### src/hdl/swfr_pkg.sv
`default_nettype none
package swfr_pkg;

  // Line bytes
  localparam logic [7:0] FLAG_BYTE = 8'h7e;
  localparam logic [7:0] ESC_BYTE  = 8'h7d;
  localparam logic [7:0] ESC_XOR   = 8'h20;

  // Control field codes
  localparam logic [7:0] C_SET  = 8'h03;
  localparam logic [7:0] C_UA   = 8'h07;
  localparam logic [7:0] C_DISC = 8'h0B;
  localparam logic [7:0] C_I0   = 8'h00;
  localparam logic [7:0] C_I1   = 8'h40;
  localparam logic [7:0] C_RR0  = 8'h05;
  localparam logic [7:0] C_RR1  = 8'h85;
  localparam logic [7:0] C_REJ0 = 8'h01;
  localparam logic [7:0] C_REJ1 = 8'h81;

  localparam logic [7:0] ADDR_RESET = 8'h03;

  typedef enum logic [2:0] {
    FS_START,
    FS_FLAG,
    FS_ADDR,
    FS_CTRL,
    FS_DATA,
    FS_TAIL
  } frame_state_t;

  typedef enum logic [1:0] {
    PH_IDLE,
    PH_CONN,
    PH_WAITUA
  } link_phase_t;

  typedef enum logic [1:0] {
    K_DATA  = 2'd0,
    K_RESP  = 2'd1,
    K_EVENT = 2'd2
  } out_kind_t;

  typedef enum logic [2:0] {
    EV_NONE       = 3'd0,
    EV_OPENED     = 3'd1,
    EV_ACCEPTED   = 3'd2,
    EV_BAD_CHECK  = 3'd3,
    EV_DUPLICATE  = 3'd4,
    EV_DISCONNECT = 3'd5,
    EV_CLOSED     = 3'd6,
    EV_BAD_ESCAPE = 3'd7
  } event_t;

  // Work item handed from the deframer to the result sequencer
  typedef enum logic [1:0] {
    OP_DATA,        // one payload byte
    OP_EVENT,       // one event, no response frame
    OP_EVENT_RESP   // event followed by a five-byte response frame
  } cmd_op_t;

  typedef struct packed {
    cmd_op_t    op;
    logic [7:0] data;  // payload byte, or response control field
    event_t     ev;
  } cmd_t;

  localparam int QDEPTH = 4;
  localparam int QPTR_W = $clog2(QDEPTH);
  localparam int QCNT_W = QPTR_W + 1;

  localparam int STEP_W = 3;

endpackage
`default_nettype wire

### src/hdl/swfr_front.sv
`default_nettype none
module swfr_front import swfr_pkg::*; (
  input  wire logic       clk,
  input  wire logic       rst_n,
  input  wire logic [7:0] address_byte,
  input  wire logic       accept,
  input  wire logic [7:0] rx_byte,
  output logic            cmd_push,
  output cmd_t            cmd
);

  frame_state_t fs_r, fs_nxt;
  link_phase_t  phase_r, phase_nxt;
  logic         seq_r, seq_nxt;
  logic [7:0]   ctrl_r, ctrl_nxt;
  logic [7:0]   held_r, held_nxt;
  logic         held_valid_r, held_valid_nxt;
  logic         esc_r, esc_nxt;
  logic [7:0]   check_r, check_nxt;

  logic         ctrl_ok;
  logic         is_flag;
  logic         rx_seq;
  logic         good;
  logic [7:0]   unesc;
  frame_state_t miss_state;

  always_comb begin
    case (phase_r)
      PH_CONN:   ctrl_ok = (rx_byte == C_I0) || (rx_byte == C_I1) || (rx_byte == C_DISC);
      PH_WAITUA: ctrl_ok = (rx_byte == C_UA);
      default:   ctrl_ok = (rx_byte == C_SET);
    endcase
  end

  assign is_flag    = (rx_byte == FLAG_BYTE);
  assign miss_state = is_flag ? FS_FLAG : FS_START;
  assign rx_seq     = (ctrl_r == C_I1);
  assign good       = held_valid_r && (check_r == held_r);
  assign unesc      = esc_r ? (rx_byte ^ ESC_XOR) : rx_byte;

  always_comb begin
    fs_nxt         = fs_r;
    phase_nxt      = phase_r;
    seq_nxt        = seq_r;
    ctrl_nxt       = ctrl_r;
    held_nxt       = held_r;
    held_valid_nxt = held_valid_r;
    esc_nxt        = esc_r;
    check_nxt      = check_r;
    cmd_push       = 1'b0;
    cmd            = '{op: OP_DATA, data: 8'h00, ev: EV_NONE};
    if (accept) begin
      case (fs_r)
        FS_FLAG: begin
          if (rx_byte == address_byte) begin
            fs_nxt = FS_ADDR;
          end else if (!is_flag) begin
            fs_nxt = FS_START;
          end
        end
        FS_ADDR: begin
          if (ctrl_ok) begin
            ctrl_nxt = rx_byte;
            fs_nxt   = FS_CTRL;
          end else begin
            fs_nxt = miss_state;
          end
        end
        FS_CTRL: begin
          // BCC1 compare wins over the flag test
          if (rx_byte == (address_byte ^ ctrl_r)) begin
            if ((ctrl_r == C_I0) || (ctrl_r == C_I1)) begin
              fs_nxt         = FS_DATA;
              held_valid_nxt = 1'b0;
              held_nxt       = 8'h00;
              esc_nxt        = 1'b0;
              check_nxt      = 8'h00;
            end else begin
              fs_nxt = FS_TAIL;
            end
          end else begin
            fs_nxt = miss_state;
          end
        end
        FS_TAIL: begin
          if (is_flag) begin
            fs_nxt   = FS_FLAG;
            cmd_push = 1'b1;
            if (ctrl_r == C_SET) begin
              phase_nxt = PH_CONN;
              seq_nxt   = 1'b0;
              cmd       = '{op: OP_EVENT_RESP, data: C_UA, ev: EV_OPENED};
            end else if (ctrl_r == C_DISC) begin
              phase_nxt = PH_WAITUA;
              cmd       = '{op: OP_EVENT_RESP, data: C_DISC, ev: EV_DISCONNECT};
            end else begin
              phase_nxt = PH_IDLE;
              cmd       = '{op: OP_EVENT, data: 8'h00, ev: EV_CLOSED};
            end
          end else begin
            fs_nxt = FS_START;
          end
        end
        FS_DATA: begin
          if (is_flag) begin
            cmd_push = 1'b1;
            esc_nxt  = 1'b0;
            fs_nxt   = FS_FLAG;
            if (esc_r) begin
              cmd = '{op: OP_EVENT, data: 8'h00, ev: EV_BAD_ESCAPE};
            end else if (rx_seq != seq_r) begin
              cmd = '{op: OP_EVENT_RESP, data: (seq_r ? C_RR1 : C_RR0), ev: EV_DUPLICATE};
            end else if (good) begin
              seq_nxt = ~seq_r;
              cmd = '{op: OP_EVENT_RESP, data: (seq_r ? C_RR0 : C_RR1), ev: EV_ACCEPTED};
            end else begin
              cmd = '{op: OP_EVENT_RESP, data: (seq_r ? C_REJ1 : C_REJ0),
                      ev: EV_BAD_CHECK};
            end
          end else if (!esc_r && (rx_byte == ESC_BYTE)) begin
            esc_nxt = 1'b1;
          end else begin
            esc_nxt = 1'b0;
            // previous byte is now known not to be BCC2
            if (held_valid_r) begin
              cmd_push  = 1'b1;
              cmd       = '{op: OP_DATA, data: held_r, ev: EV_NONE};
              check_nxt = check_r ^ held_r;
            end
            held_nxt       = unesc;
            held_valid_nxt = 1'b1;
          end
        end
        default: begin
          fs_nxt = miss_state;
        end
      endcase
    end
  end

  always_ff @(posedge clk) begin
    if (!rst_n) begin
      fs_r         <= FS_START;
      phase_r      <= PH_IDLE;
      seq_r        <= 1'b0;
      ctrl_r       <= 8'h00;
      held_r       <= 8'h00;
      held_valid_r <= 1'b0;
      esc_r        <= 1'b0;
      check_r      <= 8'h00;
    end else begin
      fs_r         <= fs_nxt;
      phase_r      <= phase_nxt;
      seq_r        <= seq_nxt;
      ctrl_r       <= ctrl_nxt;
      held_r       <= held_nxt;
      held_valid_r <= held_valid_nxt;
      esc_r        <= esc_nxt;
      check_r      <= check_nxt;
    end
  end

endmodule
`default_nettype wire

### src/hdl/swfr_cmd_queue.sv
`default_nettype none
module swfr_cmd_queue import swfr_pkg::*; (
  input  wire logic clk,
  input  wire logic rst_n,
  input  wire logic push,
  input  wire cmd_t push_cmd,
  input  wire logic pop,
  output cmd_t      head,
  output logic      empty,
  output logic      full
);

  cmd_t              mem_r [QDEPTH];
  logic [QPTR_W-1:0] wr_ptr_r, wr_ptr_nxt;
  logic [QPTR_W-1:0] rd_ptr_r, rd_ptr_nxt;
  logic [QCNT_W-1:0] count_r, count_nxt;

  assign empty = (count_r == '0);
  assign full  = (count_r == QCNT_W'(QDEPTH));
  assign head  = mem_r[rd_ptr_r];

  always_comb begin
    wr_ptr_nxt = push ? wr_ptr_r + 1'b1 : wr_ptr_r;
    rd_ptr_nxt = pop  ? rd_ptr_r + 1'b1 : rd_ptr_r;
    count_nxt  = count_r + QCNT_W'(push) - QCNT_W'(pop);
  end

  always_ff @(posedge clk) begin
    if (push) begin
      mem_r[wr_ptr_r] <= push_cmd;
    end
  end

  always_ff @(posedge clk) begin
    if (!rst_n) begin
      wr_ptr_r <= '0;
      rd_ptr_r <= '0;
      count_r  <= '0;
    end else begin
      wr_ptr_r <= wr_ptr_nxt;
      rd_ptr_r <= rd_ptr_nxt;
      count_r  <= count_nxt;
    end
  end

endmodule
`default_nettype wire

### src/hdl/swfr_back.sv
`default_nettype none
module swfr_back import swfr_pkg::*; (
  input  wire logic       clk,
  input  wire logic       rst_n,
  input  wire logic [7:0] address_byte,
  input  wire cmd_t       head,
  input  wire logic       empty,
  output logic            pop,
  output logic            out_valid,
  input  wire logic       out_ready,
  output logic [1:0]      out_kind,
  output logic [7:0]      out_byte,
  output logic [2:0]      out_event_code,
  output logic            out_last
);

  logic [STEP_W-1:0] step_r, step_nxt;
  logic              valid_r, valid_nxt;
  out_kind_t         kind_r, kind_c;
  logic [7:0]        byte_r, byte_c;
  event_t            ev_r, ev_c;
  logic              last_r, last_c;
  logic              load;

  assign load = !empty && (!valid_r || out_ready);
  assign pop  = load && last_c;

  // result for the current step of the head command
  always_comb begin
    kind_c = K_RESP;
    byte_c = FLAG_BYTE;
    ev_c   = EV_NONE;
    last_c = 1'b0;
    case (head.op)
      OP_DATA: begin
        kind_c = K_DATA;
        byte_c = head.data;
        last_c = 1'b1;
      end
      OP_EVENT: begin
        kind_c = K_EVENT;
        byte_c = 8'h00;
        ev_c   = head.ev;
        last_c = 1'b1;
      end
      OP_EVENT_RESP: begin
        case (step_r)
          3'd0: begin
            kind_c = K_EVENT;
            byte_c = 8'h00;
            ev_c   = head.ev;
          end
          3'd1:    byte_c = FLAG_BYTE;
          3'd2:    byte_c = address_byte;
          3'd3:    byte_c = head.data;
          3'd4:    byte_c = address_byte ^ head.data;
          default: begin
            byte_c = FLAG_BYTE;
            last_c = 1'b1;
          end
        endcase
      end
      default: begin
        kind_c = K_DATA;
        byte_c = head.data;
        last_c = 1'b1;
      end
    endcase
  end

  always_comb begin
    step_nxt  = step_r;
    valid_nxt = valid_r;
    if (load) begin
      step_nxt  = last_c ? '0 : step_r + 1'b1;
      valid_nxt = 1'b1;
    end else if (out_ready) begin
      valid_nxt = 1'b0;
    end
  end

  always_ff @(posedge clk) begin
    if (!rst_n) begin
      step_r  <= '0;
      valid_r <= 1'b0;
    end else begin
      step_r  <= step_nxt;
      valid_r <= valid_nxt;
    end
  end

  always_ff @(posedge clk) begin
    if (load) begin
      kind_r <= kind_c;
      byte_r <= byte_c;
      ev_r   <= ev_c;
      last_r <= last_c;
    end
  end

  assign out_valid      = valid_r;
  assign out_kind       = kind_r;
  assign out_byte       = byte_r;
  assign out_event_code = ev_r;
  assign out_last       = last_r;

endmodule
`default_nettype wire

### src/hdl/stop_and_wait_frame_receiver.sv
// Receiving side of a stop-and-wait serial link. Feed one line byte per in_ transfer;
// the block deframes FLAG/A/C/BCC1 headers, unescapes payload and streams payload bytes
// out one byte late (tentative until the closing flag checks BCC2), then reports a frame
// event followed, where the protocol calls for one, by a five-byte response frame
// (FLAG, A, C, A^C, FLAG). out_last marks the final result of each input byte; payload of
// a frame reported as bad check, duplicate or bad escape is to be discarded by the user.
// Rate: an input byte is taken every cycle while the four-entry command queue between
// the deframer and the result sequencer has room; the result side drains one result per
// cycle while out_ready is high, so a payload byte yields one result and a frame close
// with response yields six. Sustained rate is set by the output side.
// Register 0 (byte address 0): address_byte, bits [7:0], reset 0x03.
`default_nettype none
module stop_and_wait_frame_receiver import swfr_pkg::*; (
  input  wire logic        clk,
  input  wire logic        rst_n,
  // line byte input
  input  wire logic        in_valid,
  output logic             in_ready,
  input  wire logic [7:0]  in_rx_byte,
  // results
  output logic             out_valid,
  input  wire logic        out_ready,
  output logic [1:0]       out_kind,
  output logic [7:0]       out_byte,
  output logic [2:0]       out_event_code,
  output logic             out_last,
  // APB-style configuration port
  input  wire logic        cfg_psel,
  input  wire logic        cfg_penable,
  input  wire logic        cfg_pwrite,
  input  wire logic [2:0]  cfg_paddr,
  input  wire logic [31:0] cfg_pwdata,
  output logic [31:0]      cfg_prdata,
  output logic             cfg_pready
);

  logic [7:0] addr_r, addr_nxt;
  logic       cfg_wr;
  logic       accept;
  logic       cmd_push;
  cmd_t       cmd;
  cmd_t       head;
  logic       q_empty;
  logic       q_full;
  logic       q_pop;

  // config register: written on the access phase of an APB write
  assign cfg_pready = 1'b1;
  assign cfg_wr     = cfg_psel && cfg_penable && cfg_pwrite && (cfg_paddr == 3'd0);
  assign addr_nxt   = cfg_wr ? cfg_pwdata[7:0] : addr_r;
  assign cfg_prdata = (cfg_paddr == 3'd0) ? {24'h000000, addr_r} : 32'h00000000;

  always_ff @(posedge clk) begin
    if (!rst_n) begin
      addr_r <= ADDR_RESET;
    end else begin
      addr_r <= addr_nxt;
    end
  end

  // every input byte yields at most one queue entry, so room for one is enough
  assign in_ready = !q_full;
  assign accept   = in_valid && in_ready;

  // front: deframer, link state, sequence tracking
  swfr_front u_front (
    .clk          (clk),
    .rst_n        (rst_n),
    .address_byte (addr_r),
    .accept       (accept),
    .rx_byte      (in_rx_byte),
    .cmd_push     (cmd_push),
    .cmd          (cmd)
  );

  swfr_cmd_queue u_queue (
    .clk      (clk),
    .rst_n    (rst_n),
    .push     (cmd_push),
    .push_cmd (cmd),
    .pop      (q_pop),
    .head     (head),
    .empty    (q_empty),
    .full     (q_full)
  );

  // back: expands each command into result transfers through an output register
  swfr_back u_back (
    .clk            (clk),
    .rst_n          (rst_n),
    .address_byte   (addr_r),
    .head           (head),
    .empty          (q_empty),
    .pop            (q_pop),
    .out_valid      (out_valid),
    .out_ready      (out_ready),
    .out_kind       (out_kind),
    .out_byte       (out_byte),
    .out_event_code (out_event_code),
    .out_last       (out_last)
  );

endmodule
`default_nettype wire

### config.mk
export PLATFORM = sky130hd
export DESIGN_NAME = stop_and_wait_frame_receiver
export DESIGN_NICKNAME = d
export VERILOG_FILES = /design/src/hdl/swfr_pkg.sv /design/src/hdl/swfr_front.sv /design/src/hdl/swfr_cmd_queue.sv /design/src/hdl/swfr_back.sv /design/src/hdl/stop_and_wait_frame_receiver.sv
export SDC_FILE = /design/constraint.sdc
export NUM_CORES = 1
export LEC_CHECK = 0
export BUFFER_PORTS_ARGS = -buffer_cell sky130_fd_sc_hd__buf_2
export CORE_MARGIN = 2
export CORE_UTILIZATION = 55
export DETAILED_ROUTE_END_ITERATION = 12
export PLACE_DENSITY_LB_ADDON = 0.08
export SLEW_MARGIN = 40
export SYNTH_ARGS = -nofsm -noshare
export SYNTH_HDL_FRONTEND = slang
export SYNTH_HIERARCHICAL = 1
export SYNTH_SLANG_ARGS = --single-unit
### constraint.sdc
create_clock -name clk -period 4.35 [get_ports clk]
set_input_delay 0 -clock clk [delete_from_list [all_inputs] [get_ports clk]]
set_output_delay 0 -clock clk [all_outputs]
set_load 0.05 [all_outputs]
==> flow_summary_export.csv, run 1 <==
group,metric,value,unit
run_status,status,"complete, no violations",
power,switchingPower,1.10,mW
critical_path,max_stage_delay,660,ps
clocking,postCtsSetupBuffers,0,
critical_path,path_cells,"mux4_2, inv_1, ha_1, a21boi_2, nor2_1, ha_1, inv_1, ha_1, inv_1, fa_1, xnor3_1, nor2_1",
logic_synthesis,ys_types,78,
routing,routed_via_density,5.70,
logic_synthesis,synthFlopType,"edfxtp_1",
floorplan,rows,39,
logic_synthesis,synth_area_per_cell,11.3,um2
logic_synthesis,ys_seq_elements,119,
routing,vias,4478,
timing,setup_tns,0,ps
global_routing,grt_max_degree,65,
finish,stdcell_count,785,
timing,worst_pin_slew,730,ps
timing,finalHoldViolCount,0,
floorplan,ios,99,
finish,drive_gt1_share,20.7,%
clocking,clock-sinks,119,
placed_design,io_buffers,49,
clocking,worstSkewPairLatency,410,ps
clocking,clockRootBuffer,"clkbuf_16",
floorplan,die_x,112,um
clocking,clk_pin_slew,60,ps
routing,drtIter0Drc,249,
floorplan,die_h,112,um
global_routing,top_usage_layer,"met2",
routing,wl_per_cell,17.5,um
clocking,cts_max_path_buffers,2,
routing,drt-total-wl,13.7,mm
power,total_power,3.35,mW
finish,syn_to_final_growth,14.3,%
floorplan,die-area,0.0126,mm2
placed_design,dp.cells,734,
timing,period_minus_slack,3550,ps
critical_path,critPathSlowestCell,"dfxtp_1",
logic_synthesis,syn-cell-area,0.00646,mm2
critical_path,startpoint_type,"register",
critical_path,path_delay_family,"adder cells",
power,switching_share,32.8,%
routing,drc_errors,0,
timing,finalCritPeriodShare,81.6,%
logic_synthesis,synthCells,572,
routing,ant_nets,0,
logic_synthesis,seq_area_frac_synth,47.1,%
timing,rsz0062_at_grt,"no",
timing,timing.hold.ws,56.9,ps
routing,drtPass1Iterations,5,
clocking,htreeDepth,4,
global_routing,grt_usage,22.6,%
logic_synthesis,synth_edf_count,66,
timing,max_freq,0.282,GHz
timing,maxSlewViolCount,0,
critical_path,critPathKind,"register to register",
worst_hold_path,min_from,"in_rx_byte[5]",
timing,setup_violations,0,
clocking,numCtsBuffers,17,
floorplan,coreArea,0.0114,mm2
global_routing,first_global_vias,4419,
global_routing,met3_usage,4.27,%
power,p_int,2.25,mW
power,leakage,2.87,nW
power,seq_power_share,40.3,%
power,clock_power_share,37.9,%
power,combPwrFrac,21.8,%
timing,clock_skew,10.0,ps
global_routing,use_met2,38.8,%
logic_synthesis,synthArstFlopShare,0,%
clocking,holdBufCountCts,18,
worst_hold_path,hold_class,"input port to register",
critical_path,cp_max_fo,14,
placed_design,gp_congestion,0.892,
global_routing,use_met1,29.2,%
logic_synthesis,yosysWarnings,6,
clocking,cts_tree,"done",
floorplan,initial_core_util,56.6,%
placed_design,dp_hpwl,9.33,mm
clocking,cts_resized,0,
finish,final_nets,692,
critical_path,required,4650,ps
global_routing,antenna_found_initial,0,
finish,nFillCells,897,
critical_path,worstPathArrival,3850,ps
power,vdd_drop_max,331,uV
flow_run,maxCapViolations,0,
power,power_density,454,mW/mm2
finish,finish.utilization,64.7,%
critical_path,critPathBufInv,3,
timing,slew-limit-headroom,51.0,%
global_routing,overflow,0,
critical_path,cp-end-kind,"register",
global_routing,grt_pass1_wl,22.4,mm
[registers in the layout, summed over array words and instances (netlist names), named ones only]
name,count
u_back/out_last,1
u_queue/wr_ptr_r,2
u_front/ctrl_r,8
u_back/out_kind,2
u_front/check_r,8
u_front/held_valid_r,1
u_back/out_valid,1
u_queue/rd_ptr_r,2
u_front/phase_r,2
u_front/held_r,8
u_back/step_r,3
u_back/out_event_code,3
u_front/seq_r,1
u_front/esc_r,1
u_queue/mem_r,52
u_queue/count_r,3
u_front/fs_r,3
u_back/out_byte,8
addr_r,8
[cells in the final DEF, fill, tap and decap left out, types with 17 or more instances in the layout]
cell type	n
xor2_1	19
edfxtp_1	66
o21ai_0	17
nand3_1	24
buf_2	49
nand2_1	43
clkbuf_16	17
inv_1	23
and2_1	22
nor2_1	19
nor2b_1	18
conb_1	25
dfxtp_1	53
dlygate4sd3_1	18
[cell families (layout without fill, tap and decap cells)]
logic type / after synthesis / count (layout) / share of synthesized area (%)
compound gates: 99 / 99 / 12.2
xor+xnor: 30 / 30 / 5.62
fa+ha+maj: 15 / 15 / 2.98
buf+inv: 81 / 127 / 6.93
flops: 119 / 119 / 47.1
mux: 29 / 29 / 7.32
other cells: 2 / 26 / 0.116
simple gates: 197 / 197 / 17.7
[tightest hold or removal path: cells and delay by family]
kind	cells	cell delay (ps)
compound gates	1	50
buf+inv	1	180
xor+xnor	1	90
simple gates	1	90
[layout make-up]
class	count	area [um2]	share of cell area, %
Sequential cell	119	3040	41.2
Multi-Input combinational cell	395	3060	41.5
Clock buffer	17	425	5.76
Clock inverter	15	119	1.61
Timing Repair Buffer	72	463	6.27
Antenna cell	1	2.50	0.0339
Tap cell	143	179	2.42
Inverter	23	86.3	1.17
[final timing paths]
check / slack (ps) / to / cells past startpoint
worst min register to register: 510 / u_front/held_r[5] / 2
worst max register to register: 800 / u_queue/count_r[2] / 12
worst min-delay path: 60 / u_front/held_r[5] / 4
worst max-delay path: 800 / u_queue/count_r[2] / 12
[metrics by stage]
step	setup slack, ps	cell area (um2)
finish	801	7380
detailed placement	759	6650
global route	525	7380
global placement	834	6650
CTS	742	7370
floorplan	1440	6550
[power by group through the flow]
stage | Combinational, mW | Sequential, mW | Clock [mW]
after floorplan | 0.391 | 1.57 | 0
after global placement | 0.709 | 1.37 | 0
after detailed placement | 0.722 | 1.37 | 0
after CTS | 0.735 | 1.35 | 1.29
after global routing | 0.781 | 1.36 | 1.34
final | 0.729 | 1.35 | 1.27
[Yosys cell counts (5+ instances only)]
cell       number  area (um2)
nor3_1         12        60.1
nand3_1        24         120
and2_1         22         138
o21ai_0        17        85.1
buf_4          26         195
o211ai_1       12        90.1
nand2_1        43         161
and3b_1        10        87.6
inv_1          23        86.3
o21ai_2         6        52.6
o2111ai_1       5        43.8
a21boi_0        5        37.5
nor2b_1        19         119
a21oi_1        15        75.1
xnor3_1         6         135
ha_1           13         163
mux4_2         10         225
xor2_1         19         166
nor2_1         19        71.3
clkbuf_1       15        56.3
edfxtp_1       66        1980
nor3b_1         9        67.6
buf_2          12        60.1
dfxtp_1        53        1060
mux2i_1        14         140
a221oi_2        6        90.1
[layer usage]
layer  wire [um]  vias up
met5           0        -
met4         169        0
met3         605       16
met2        6890      138
met1        6050     2158
li1            -     2166
(Power assumes the default switching activity.)
==> inputs of run 2 (changes only) <==
- CORE_UTILIZATION: 55 -> 52
- clock period: 4.35 -> 3 ns (I/O delays scaled with it)
==> run 2 against run 1 <==
Via count up 0.36%. Routed wire length up 1.8%. Die area up 5.6%. Cell area up 2.3%. Setup slack worse by 540 ps. Worst hold slack worse by 11 ps. Clock-buffer cell count up 1. Combinational power up 78%. First-iteration DRC count up 18%. Sequential cell count unchanged. Global-route usage up 0.098 points. Highest routed layer unchanged.
==> flow_summary_export.csv, run 2 (synthesized netlist as in run 1, its figures left out) <==
group,metric,value,unit
floorplan,die-area,0.0133,mm2
critical_path,cp_max_fo,3,
critical_path,reg2regPathDepth,11,
placed_design,dpl_cell_area,0.00678,mm2
timing,finalCritPeriodShare,91.4,%
finish,drive_gt1_share,21.7,%
timing,worst_pin_slew,607,ps
timing,maxSlewViolCount,0,
timing,rsz0062_at_grt,"no",
clocking,htreeDepth,4,
routing,wl_per_cell,17.0,um
run_status,status,"complete, no violations",
routing,ant_nets,0,
worst_hold_path,holdPathStages,4,
finish,largest_reg_flops,52,
finish,layout_commonest_cell,"edfxtp_1",
placed_design,gp_congestion,0.833,
routing,drtIter0Drc,295,
clocking,clock-sinks,119,
routing,drtPass1Iterations,5,
timing,max_freq,0.365,GHz
critical_path,worstPathArrival,3040,ps
clocking,clk_pin_slew,50,ps
finish,regMostFlops,"u_queue/mem_r",
critical_path,cp-end-kind,"register",
floorplan,initial_core_util,53.6,%
routing,drc_errors,0,
power,leakage,2.85,nW
finish,final_nets,706,
global_routing,grt_usage,22.7,%
critical_path,required,3290,ps
worst_hold_path,hold_end,"u_front/held_r[5]",
clocking,cts_resized,0,
finish,fin_area,0.00755,mm2
clocking,numCtsBuffers,17,
timing,period_minus_slack,2740,ps
global_routing,antenna_found_initial,0,
power,power_density,695,mW/mm2
timing,clock_skew,10.3,ps
critical_path,r2r-end,"u_queue/count_r[2]",
timing,setup_tns,0,ps
critical_path,startpoint_type,"register",
routing,drt-total-wl,14.0,mm
finish,mostFrequentLayoutCells,"edfxtp_1, dfxtp_1, buf_2, nand2_1, conb_1",
timing,setup_violations,0,
clocking,worstSkewPairLatency,420,ps
routing,routed_via_density,5.47,
timing,slew-limit-headroom,59.5,%
placed_design,dp_hpwl,9.68,mm
critical_path,rrSetupSlack,260,ps
clocking,clockRootBuffer,"clkbuf_16",
floorplan,ios,99,
placed_design,io_buffers,49,
timing,timing.hold.ws,45.9,ps
finish,syn_to_final_growth,16.9,%
clocking,cts_tree,"done",
power,vdd_drop_max,499,uV
global_routing,overflow,0,
clocking,cts_max_path_buffers,2,
floorplan,die_x,115,um
global_routing,grt_max_degree,33,
global_routing,grt_pass1_wl,22.8,mm
critical_path,critPathKind,"register to register",
floorplan,die_h,115,um
global_routing,first_global_vias,4316,
worst_hold_path,hold_class,"input port to register",
finish,nFillCells,964,
routing,vias,4494,
finish,diodes,0,
flow_run,maxCapViolations,0,
worst_hold_path,min_from,"in_rx_byte[5]",
floorplan,coreArea,0.0121,mm2
floorplan,rows,40,
timing,finalHoldViolCount,0,
==> run 2: through the flow <==
step	std cells	utilization [%]	setup WS, ps	power, mW
floorplan	595	-	90.5	3.00
global placement	773	56.2	328	3.25
detailed placement	773	56.2	254	3.27
CTS	822	62.6	228	5.30
global route	822	62.6	138	5.48
finish	822	62.6	257	5.25
==> run 2: worst max path at each step <==
stage / startpoint / end
floorplan: register / u_queue/count_r[2]
finish: register / u_queue/count_r[2]
global route: register / u_queue/count_r[2]
CTS: register / u_queue/count_r[2]
detailed placement: register / u_queue/count_r[2]
global placement: register / u_queue/count_r[2]
==> run 2: repair_timing <==
item / 4_1_cts / 5_1_grt
buffers inserted: 0 / 0
hold endpoints to repair: 21 / 0
hold buffers: 18 / 0
==> run 2: area by class of cell <==
type	instances	area [um2]	area share, %
Sequential cell	119	3040	40.3
Multi-Input combinational cell	395	3060	40.5
Timing Repair Buffer	86	568	7.52
Inverter	23	86.3	1.14
Clock buffer	18	429	5.68
Clock inverter	13	158	2.09
Tap cell	168	210	2.78
==> run 2: worst max-delay path: stages (launching register included) <==
cell	delay, ps
dfxtp_1	390
mux4_1	600
ha_1	220
a21boi_2	170
nor2_1	150
ha_1	250
inv_1	60
ha_1	120
inv_1	50
fa_1	370
xnor3_1	200
nor2_1	40
==> run 2: where the power goes <==
group / total [mW] / leakage (nW) / internal [mW] / switching (mW)
Combinational: 1.30 / 1.56 / 0.423 / 0.880
Clock: 2.00 / 0.281 / 1.29 / 0.706
Sequential: 1.95 / 1.01 / 1.89 / 0.0560
Total: 5.25 / 2.85 / 3.61 / 1.64
==> run 2: layer usage <==
metal,wire [um],GRT usage [%]
met4,155,7.07
met5,0,0
met3,466,5.23
met2,7070,37.7
met1,6270,29.7
